`config.mk`:
```
export PLATFORM = sky130hd
export DESIGN_NAME = cpms_poly
export DESIGN_NICKNAME = d
export VERILOG_FILES = /design/src/rtl/cpms_pkg.sv /design/src/rtl/cpms_ram.sv /design/src/rtl/cpms_poly.sv
export SDC_FILE = /design/constraint.sdc
export NUM_CORES = 2
export LEC_CHECK = 0
export BUFFER_PORTS_ARGS = -buffer_cell sky130_fd_sc_hd__buf_4
export CORE_ASPECT_RATIO = 0.9
export CORE_MARGIN = 1.5
export CORE_UTILIZATION = 35
export CTS_BUF_LIST = sky130_fd_sc_hd__clkbuf_8
export CTS_CLUSTER_SIZE = 16
export DETAILED_ROUTE_END_ITERATION = 12
export GPL_TIMING_DRIVEN = 0
export SYNTH_ARGS = -nofsm -noshare
export SYNTH_HDL_FRONTEND = slang
export SYNTH_SLANG_ARGS = --single-unit
```
`constraint.sdc`:
```
create_clock -name clk -period 10.6 [get_ports clk]
set_input_delay 0 -clock clk [delete_from_list [all_inputs] [get_ports clk]]
set_output_delay 0 -clock clk [all_outputs]
set_load 0.05 [all_outputs]
```
`src/rtl/cpms_pkg.sv`:
```
// ---------------------------------------------------------------------------
// cpms_pkg
// Shared constants and types of the convex polygon Minkowski sum block.
// ---------------------------------------------------------------------------
package cpms_pkg;

  localparam int MAX_VERTS = 32;
  localparam int AW        = $clog2(MAX_VERTS);
  localparam int CW        = $clog2(MAX_VERTS + 1);
  localparam int ACC_W     = 40;

  localparam logic [1:0] OP_LOAD_A  = 2'd0;
  localparam logic [1:0] OP_LOAD_B  = 2'd1;
  localparam logic [1:0] OP_COMPUTE = 2'd2;

  typedef struct packed {
    logic signed [15:0] x;
    logic signed [15:0] y;
  } vertex_t;

  typedef struct packed {
    logic signed [16:0] x;
    logic signed [16:0] y;
  } evec_t;

  typedef struct packed {
    logic wr_en;
    logic scan_start;
    logic fetch;
    logic load_cur;
    logic load_nxt;
    logic shift;
    logic clear;
  } poly_cmd_t;

  typedef struct packed {
    logic [CW-1:0] count;
    logic          full;
    logic          done;
  } poly_stat_t;

endpackage

```
`src/rtl/cpms_ram.sv`:
```
// ---------------------------------------------------------------------------
// cpms_ram
// Generic simple dual-port RAM with one write port and a registered read.
// ---------------------------------------------------------------------------
module cpms_ram #(
  parameter int WIDTH = 32,
  parameter int DEPTH = 32
) (
  input  logic                     clk,
  input  logic                     we,
  input  logic [$clog2(DEPTH)-1:0] waddr,
  input  logic [WIDTH-1:0]         wdata,
  input  logic [$clog2(DEPTH)-1:0] raddr,
  output logic [WIDTH-1:0]         rdata
);

  logic [WIDTH-1:0] mem [DEPTH];

  always_ff @(posedge clk) begin
    if (we) begin
      mem[waddr] <= wdata;
    end
    rdata <= mem[raddr];
  end

endmodule

```
`src/rtl/cpms_poly.sv`:
```
// ---------------------------------------------------------------------------
// cpms_poly
// Vertex store of one polygon with its orientation and start-vertex scan
// and a walker that streams the vertices in normalized order.
// ---------------------------------------------------------------------------
module cpms_poly (
  input  logic                 clk,
  input  logic                 rst,
  input  cpms_pkg::poly_cmd_t  cmd,
  input  cpms_pkg::vertex_t    wr_vert,
  output cpms_pkg::poly_stat_t stat,
  output cpms_pkg::vertex_t    cur,
  output cpms_pkg::evec_t      edg
);
  import cpms_pkg::*;

  logic [CW-1:0] count;
  logic          full;
  logic [AW-1:0] rd_addr;
  logic [31:0]   rdata;
  vertex_t       rv;

  // Scan pipeline.
  logic                    sc_active;
  logic [CW-1:0]           sc_idx;
  logic                    d_vld;
  logic [CW-1:0]           d_idx;
  vertex_t                 prev;
  logic                    p_vld;
  logic signed [31:0]      p1;
  logic signed [31:0]      p2;
  logic signed [ACC_W-1:0] acc;
  logic                    fin1;
  logic                    fin2;
  logic                    done;
  vertex_t                 min_v;
  logic [AW-1:0]           s_first;
  logic [AW-1:0]           s_last;

  // Walker.
  logic          dir;
  logic [AW-1:0] ptr;
  logic [AW-1:0] cnt_m1;
  vertex_t       nxt;

  assign full   = (count == CW'(MAX_VERTS));
  assign rv     = vertex_t'(rdata);
  assign cnt_m1 = AW'(count - CW'(1));

  assign rd_addr = sc_active ? ((sc_idx == count) ? '0 : sc_idx[AW-1:0]) : ptr;

  cpms_ram #(.WIDTH(32), .DEPTH(MAX_VERTS)) u_ram (
    .clk   (clk),
    .we    (cmd.wr_en && !full),
    .waddr (count[AW-1:0]),
    .wdata (wr_vert),
    .raddr (rd_addr),
    .rdata (rdata)
  );

  always_ff @(posedge clk) begin
    if (rst || cmd.clear) begin
      count <= '0;
    end else if (cmd.wr_en && !full) begin
      count <= count + CW'(1);
    end
  end

  always_ff @(posedge clk) begin
    if (rst) begin
      sc_active <= 1'b0;
      d_vld     <= 1'b0;
      p_vld     <= 1'b0;
      fin1      <= 1'b0;
      fin2      <= 1'b0;
      done      <= 1'b0;
    end else begin
      d_vld <= 1'b0;
      p_vld <= 1'b0;
      fin1  <= d_vld && (d_idx == count);
      fin2  <= fin1;
      if (cmd.scan_start) begin
        sc_active <= 1'b1;
        sc_idx    <= '0;
        done      <= 1'b0;
        acc       <= '0;
      end else if (sc_active) begin
        d_vld  <= 1'b1;
        d_idx  <= sc_idx;
        sc_idx <= sc_idx + CW'(1);
        if (sc_idx == count) begin
          sc_active <= 1'b0;
        end
      end
      if (d_vld) begin
        prev <= rv;
        if (d_idx != '0) begin
          p_vld <= 1'b1;
          p1    <= prev.x * rv.y;
          p2    <= rv.x * prev.y;
        end
        if (d_idx == '0) begin
          min_v   <= rv;
          s_first <= '0;
          s_last  <= '0;
        end else if (d_idx != count) begin
          if (rv.y < min_v.y || (rv.y == min_v.y && rv.x < min_v.x)) begin
            min_v   <= rv;
            s_first <= d_idx[AW-1:0];
            s_last  <= d_idx[AW-1:0];
          end else if (rv.y == min_v.y && rv.x == min_v.x) begin
            s_last <= d_idx[AW-1:0];
          end
        end
      end
      if (p_vld) begin
        acc <= acc + ACC_W'($signed({p1[31], p1}) - $signed({p2[31], p2}));
      end
      // A clockwise polygon is walked backward from its last lowest vertex,
      // which is the first one in reversed order.
      if (fin2) begin
        done <= 1'b1;
        dir  <= acc[ACC_W-1];
        ptr  <= acc[ACC_W-1] ? s_last : s_first;
      end else if (cmd.fetch) begin
        if (dir) begin
          ptr <= (ptr == '0) ? cnt_m1 : ptr - AW'(1);
        end else begin
          ptr <= (ptr == cnt_m1) ? '0 : ptr + AW'(1);
        end
      end
    end
  end

  always_ff @(posedge clk) begin
    if (cmd.load_cur) begin
      cur <= rv;
    end else if (cmd.shift) begin
      cur <= nxt;
    end
    if (cmd.load_nxt) begin
      nxt <= rv;
    end
  end

  assign edg.x = {nxt.x[15], nxt.x} - {cur.x[15], cur.x};
  assign edg.y = {nxt.y[15], nxt.y} - {cur.y[15], cur.y};

  assign stat.count = count;
  assign stat.full  = full;
  assign stat.done  = done;

endmodule

```
* Yosys cells after proc, flatten, opt, wreduce, memory -nomap -nowiden
Memory sizes are Yosys's and may differ from the RTL's. A register that Yosys moved wholly into a read port is not among the register bits. Index checks and enable logic that the tools add are counted. Widths: inputs -> output; s select.
Operators by class: $lt $le $gt $ge 2, div/mod/pow operators 0, eq/ne operators 7, reductions and logical operators 29, $add $sub $neg 9, shift-type cells 0, multiplexer cells 30, $mul 2, bitwise operators 3
Operators by type and width (number):
- $mux 32 | 5
- $mux 40 | 2
- $mux 5 | 13
- $mul 16x16->32 | 2
- $add 40x33->40 | 1
- $sub 16x16->17 | 2
- $sub 32x32->33 | 1
- $eq 16x16->1 | 2
- $lt 16x16->1 | 2
- $reduce_bool 2->1 | 7
- $add 6x1->6 const B | 2
- $eq 6x6->1 | 2
- $reduce_and 2->1 | 5
- $sub 5x1->5 const B | 2
- $mux 1 | 9
- $reduce_and 4->1 | 2
- $eq 6x6->1 const B | 1
- $logic_not 6->1 | 1
- $mux 6 | 1
- $ne 6x6->1 | 1
- $reduce_and 3->1 | 2
- $reduce_bool 6->1 | 1
- $add 5x1->5 const B | 1
- $eq 5x5->1 | 1
- other kinds (7) | 14
Storage, ports and cells: memories 1, register bits 272, RAM bits 1024, ROM bits 0, latch bits 0, output and inout port bits 74, word-level logic and storage cells 107, input port bits 41
Memory list:
- u_ram.mem | depth 32, width 32, rd ports 1, clocked after memory_dff 1, wr ports 1, RTL line cpms_ram.sv:17 | logic [WIDTH-1:0] mem [DEPTH];

* Logic depth before layout (Yosys ltp)
word-level depth 6, depth in mapped cells 25, gate-level depth less buffers 24

* Modules after synthesis
From an unflattened synthesis, not the netlist that was laid out.
Unflattened totals: cells, all modules 5805, area, all modules 75676.3 µm²
By module, submodules not included:
- cpms_ram | area each 40491.3 µm², instances 1, cells each 2260, seq. area each 31390.1 µm²
- cpms_poly | area each 35185.0 µm², instances 1, cells each 3545, seq. area each 8047.7 µm²

* Least setup slack after synthesis
Ideal clock, no wire load.
path type register to register, start register u_ram.rdata[8] (read register of u_ram.mem), end register p1[31], data pin, buffers on the path 3, slack 4284 ps, setup time 268 ps, stages on the path, launching flop included 26, period minus slack after synthesis 6316 ps, data arrival time 6048 ps, required time 10332 ps, cell sequence dfxtp_1 clkbuf_1 clkbuf_1 nand2_1 fa_1 inv_1 fa_1 inv_1 fa_1 inv_1 fa_1 fa_1 inv_1 fa_1 inv_1 ha_1 clkbuf_1 a21oi_1 o21ai_0 a311oi_1 o21a_1 o21a_1 a211o_1 nor2_1 a2111oi_1 xnor2_1
On the way: longest elaborated chain between the ends 1
RTL lines:
- start: declaration | RTL line cpms_ram.sv:14 | output logic [WIDTH-1:0] rdata
- $mul 16x16->32 | RTL line cpms_poly.sv:99 | p1 <= prev.x * rv.y;
- end signal: assignment | RTL line cpms_poly.sv:99
- end: declaration | RTL line cpms_poly.sv:30 | logic signed [31:0] p1;
No other way between the ends. A chain may end at the register's enable or synchronous reset.

* Final worst setup path
start register u_ram.rdata[26] (read register of u_ram.mem), end register p2[28], data pin
On the way: longest elaborated chain between the ends 1
RTL lines:
- $mul 16x16->32 | RTL line cpms_poly.sv:100 | p2 <= rv.x * prev.y;
- end signal: assignment | RTL line cpms_poly.sv:100
- end: declaration | RTL line cpms_poly.sv:31 | logic signed [31:0] p2;
No other way between the ends.

==> run metrics <==
routed length per instance=roughly 22 µm; CTS sink cnt=approximately 1300; most common library cells after synthesis=edfxtp_1 (1284), nand2_1 (1084), inv_1 (838); Die ar.=approximately 220000 µm²; Final Cycle Share=between 70% and 80%; critical-path maximum fanout=12; WS Path Type=reg2reg; largest net degree at the start of global routing=34; Initial Util=between 30% and 40%; syn_area_per_cell=12.0 µm²; Data arrival, critical path=~8300 ps; Synth top area share=51.5%; DRC marker count from the first detailed-route iteration=4816; Die X=491 µm; Worst Max-Slew Pin Slew=1370 ps; CTS tree=yes; status=complete, no violations; Hold Crit Class=in2reg; final hold vios=0; final WL=approximately 210 mm; register bit total from synthesis=roughly 1300; GR Util met3=under 10%; maxcap violations=0; crit-path cells=clkbuf_1 -> nand2_1 -> fa_1 -> fa_1 -> fa_1 -> fa_1 -> inv_1 -> fa_1 -> fa_1 -> ha_1 -> o21a_1 -> a21oi_2 -> or4b_1 -> a21oi_2 -> o2bb2ai_2 -> o311a_2 -> o21ai_2 -> or4_1 -> nand4_1; Slowest-stage cell, CP=dfxtp_1; Required @ worst endpoint=11330 ps; Rel. slew slack=slightly below 8%; nature of the critical path endpoint=flop; share of cells above drive strength 1=8.00%; Synthesized Nets=approximately 7000; cells after synthesis=between 6000 and 7000; vias in the first global route=between 40000 and 50000; synth warn=0; GRT busiest layer=met2; Most common cell on crit path=fa_1; antenna-violating nets left=0; Core Area=around 210000 µm²; RSZ-0062 raised after global routing=no; Setup Viol. Count Final=0; PostCTS Resize Cnt=0; worst reg2reg path depth=19; top-count cell post-synth=edfxtp_1; maximum root-to-sink buffer count=3; Rows=160; GPL Wtd Cong=0.912; die height=between 400 and 500 µm; worst stage delay on the critical path=around 950 ps; max-slew violations=0; first-pass GRT wire length=around 320 mm; Vias/cell=slightly above 5; Num CTS Buffers=just over 200; area growth from synthesis to layout=13.3%; Post-synth EDFFs=1284; antenna violations before repair=21; Post-Syn Area=around 75000 µm²; ranking of synthesized cells by area=edfxtp_1 (51%), fa_1 (15%), nand2_1 (5.4%); H-tree Lvls=4; Filler cells=approximately 20000; met2 Use GR=a little under a third; dominant cell type by area after synthesis=edfxtp_1; routed via count=49400; nets=~7600; Achievable Freq=around 0.13 GHz; GRT Total Usage=19.4%; root buffer cell=clkbuf_8; # IOs=~120; worst clock skew=slightly above 80 ps; residual DRC count=0; DPL Wire Length=154 mm; crit start category=flop; setup TNS=0 ps; met1 Use GR=approximately a quarter; clk slew on worst S/H paths=roughly 60 ps; total congestion overflow=0; Distinct cells, synth=around 70; drt pass-1 iters=5; port buffer count=~110; Synth Flop Type=edfxtp_1; Async S/R FF share, synth=0%; Worst-Skew Late Latency=960 ps; Seq/Total Area, Yosys=52.6%; minimum clock period=~7600 ps; Min-Delay Path Depth=2
[state kept, by name (all words and copies together) (netlist names), 6 cells and up]
register     cells
count            6
u_ram.mem     1024
cur             32
d_idx            6
u_ram.rdata     32
min_v           32
p1              32
nxt             32
prev            32
sc_idx           6
p2              32
acc             40
[critical path, delay by kind of cell, from the launching register on]
family / cells / cell delay, ps
compound gates: 6 / 1150
fa+ha+maj: 7 / 3470
buf+inv: 2 / 590
flops: 1 / 950
simple gates: 4 / 1280
[stage by stage]
stage	instance area [µm²]	std cells	worst slack, ps	util, %	hold WS (ps)
final	84900	9677	3000	40.0	73.1
after CTS	84900	9672	2990	40.0	3.71
after detailed placement	80400	9230	2990	37.9	425
after floorplan	74900	6246	4280	-	98.9
after global placement	79300	9194	3020	37.4	423
after global routing	84900	9676	2630	40.0	25.0
[per-layer routing]
metal,vias to the layer above,share of wire (%)
li1,22200,-
met1,24800,42
met2,2064,46
met3,337,8.7
met4,2,3.1
met5,-,0.0093
[layout make-up]
type	count	area, µm²	share of cell area, %
inverter	838	3150	3.70
timing repair buffer	221	2360	2.78
multi-input combinational	3805	31400	37.0
clock inverter	153	815	0.959
buffer	275	1150	1.36
clock buffer	217	2990	3.52
antenna	5	12.5	0.0147
sequential	1328	39400	46.5
tap	2835	3550	4.18
[what timing repair did]
action / in CTS / in global routing
setup buffers: 0 / 0
hold buffers: 72 / 0
hold endpoints to repair: 1338 / 0
setup endpoints to repair: 0 / 0
[cell families after synthesis]
logic type               after synthesis  synth area share, %
XOR/XNOR                             148                 1.73
buffers and inverters               1113                 5.73
AND/OR/NAND/NOR                     2024                 12.2
flip-flops                          1328                 52.6
adder cells (fa/ha/maj)              841                 19.7
multiplexers                         166                 2.26
AO/OA/AOI/OAI                        626                 5.72
[worst paths after layout]
kind                   start                 to  slack [ps]
max          u_ram.rdata[26]             p2[28]        3000
max reg2reg  u_ram.rdata[26]             p2[28]        3000
min reg2reg             fin1               fin2         440
min              wr_vert[14]  u_ram.mem[14][14]          70
[placed cells by master, fill, tap and decap left out, types with 11 or more instances in the layout]
cell type / n
edfxtp_1: 1284
nand4_1: 20
and2_1: 248
mux2i_1: 138
buf_4: 121
nand3_1: 302
inv_1: 915
ha_1: 276
nand2_1: 1084
a32oi_1: 128
dfxtp_1: 44
nor3_1: 42
o21a_1: 28
clkbuf_1: 193
or3_1: 13
nor2b_1: 21
buf_2: 65
fa_1: 565
buf_12: 27
mux2_2: 28
nor2_1: 140
clkinv_2: 16
dlygate4sd3_1: 72
a21o_1: 42
nand2b_1: 29
clkbuf_8: 217
nor2_4: 30
a31oi_1: 136
nor4_1: 41
clkinv_1: 45
and3_1: 16
xor2_1: 52
a211oi_1: 11
a21oi_1: 115
o21ai_0: 72
o21bai_1: 11
xnor2_1: 96
Power is left out: the tool's default activity adds up to more than one toggle a clock period on the data nets, which glitch-free logic cannot reach.
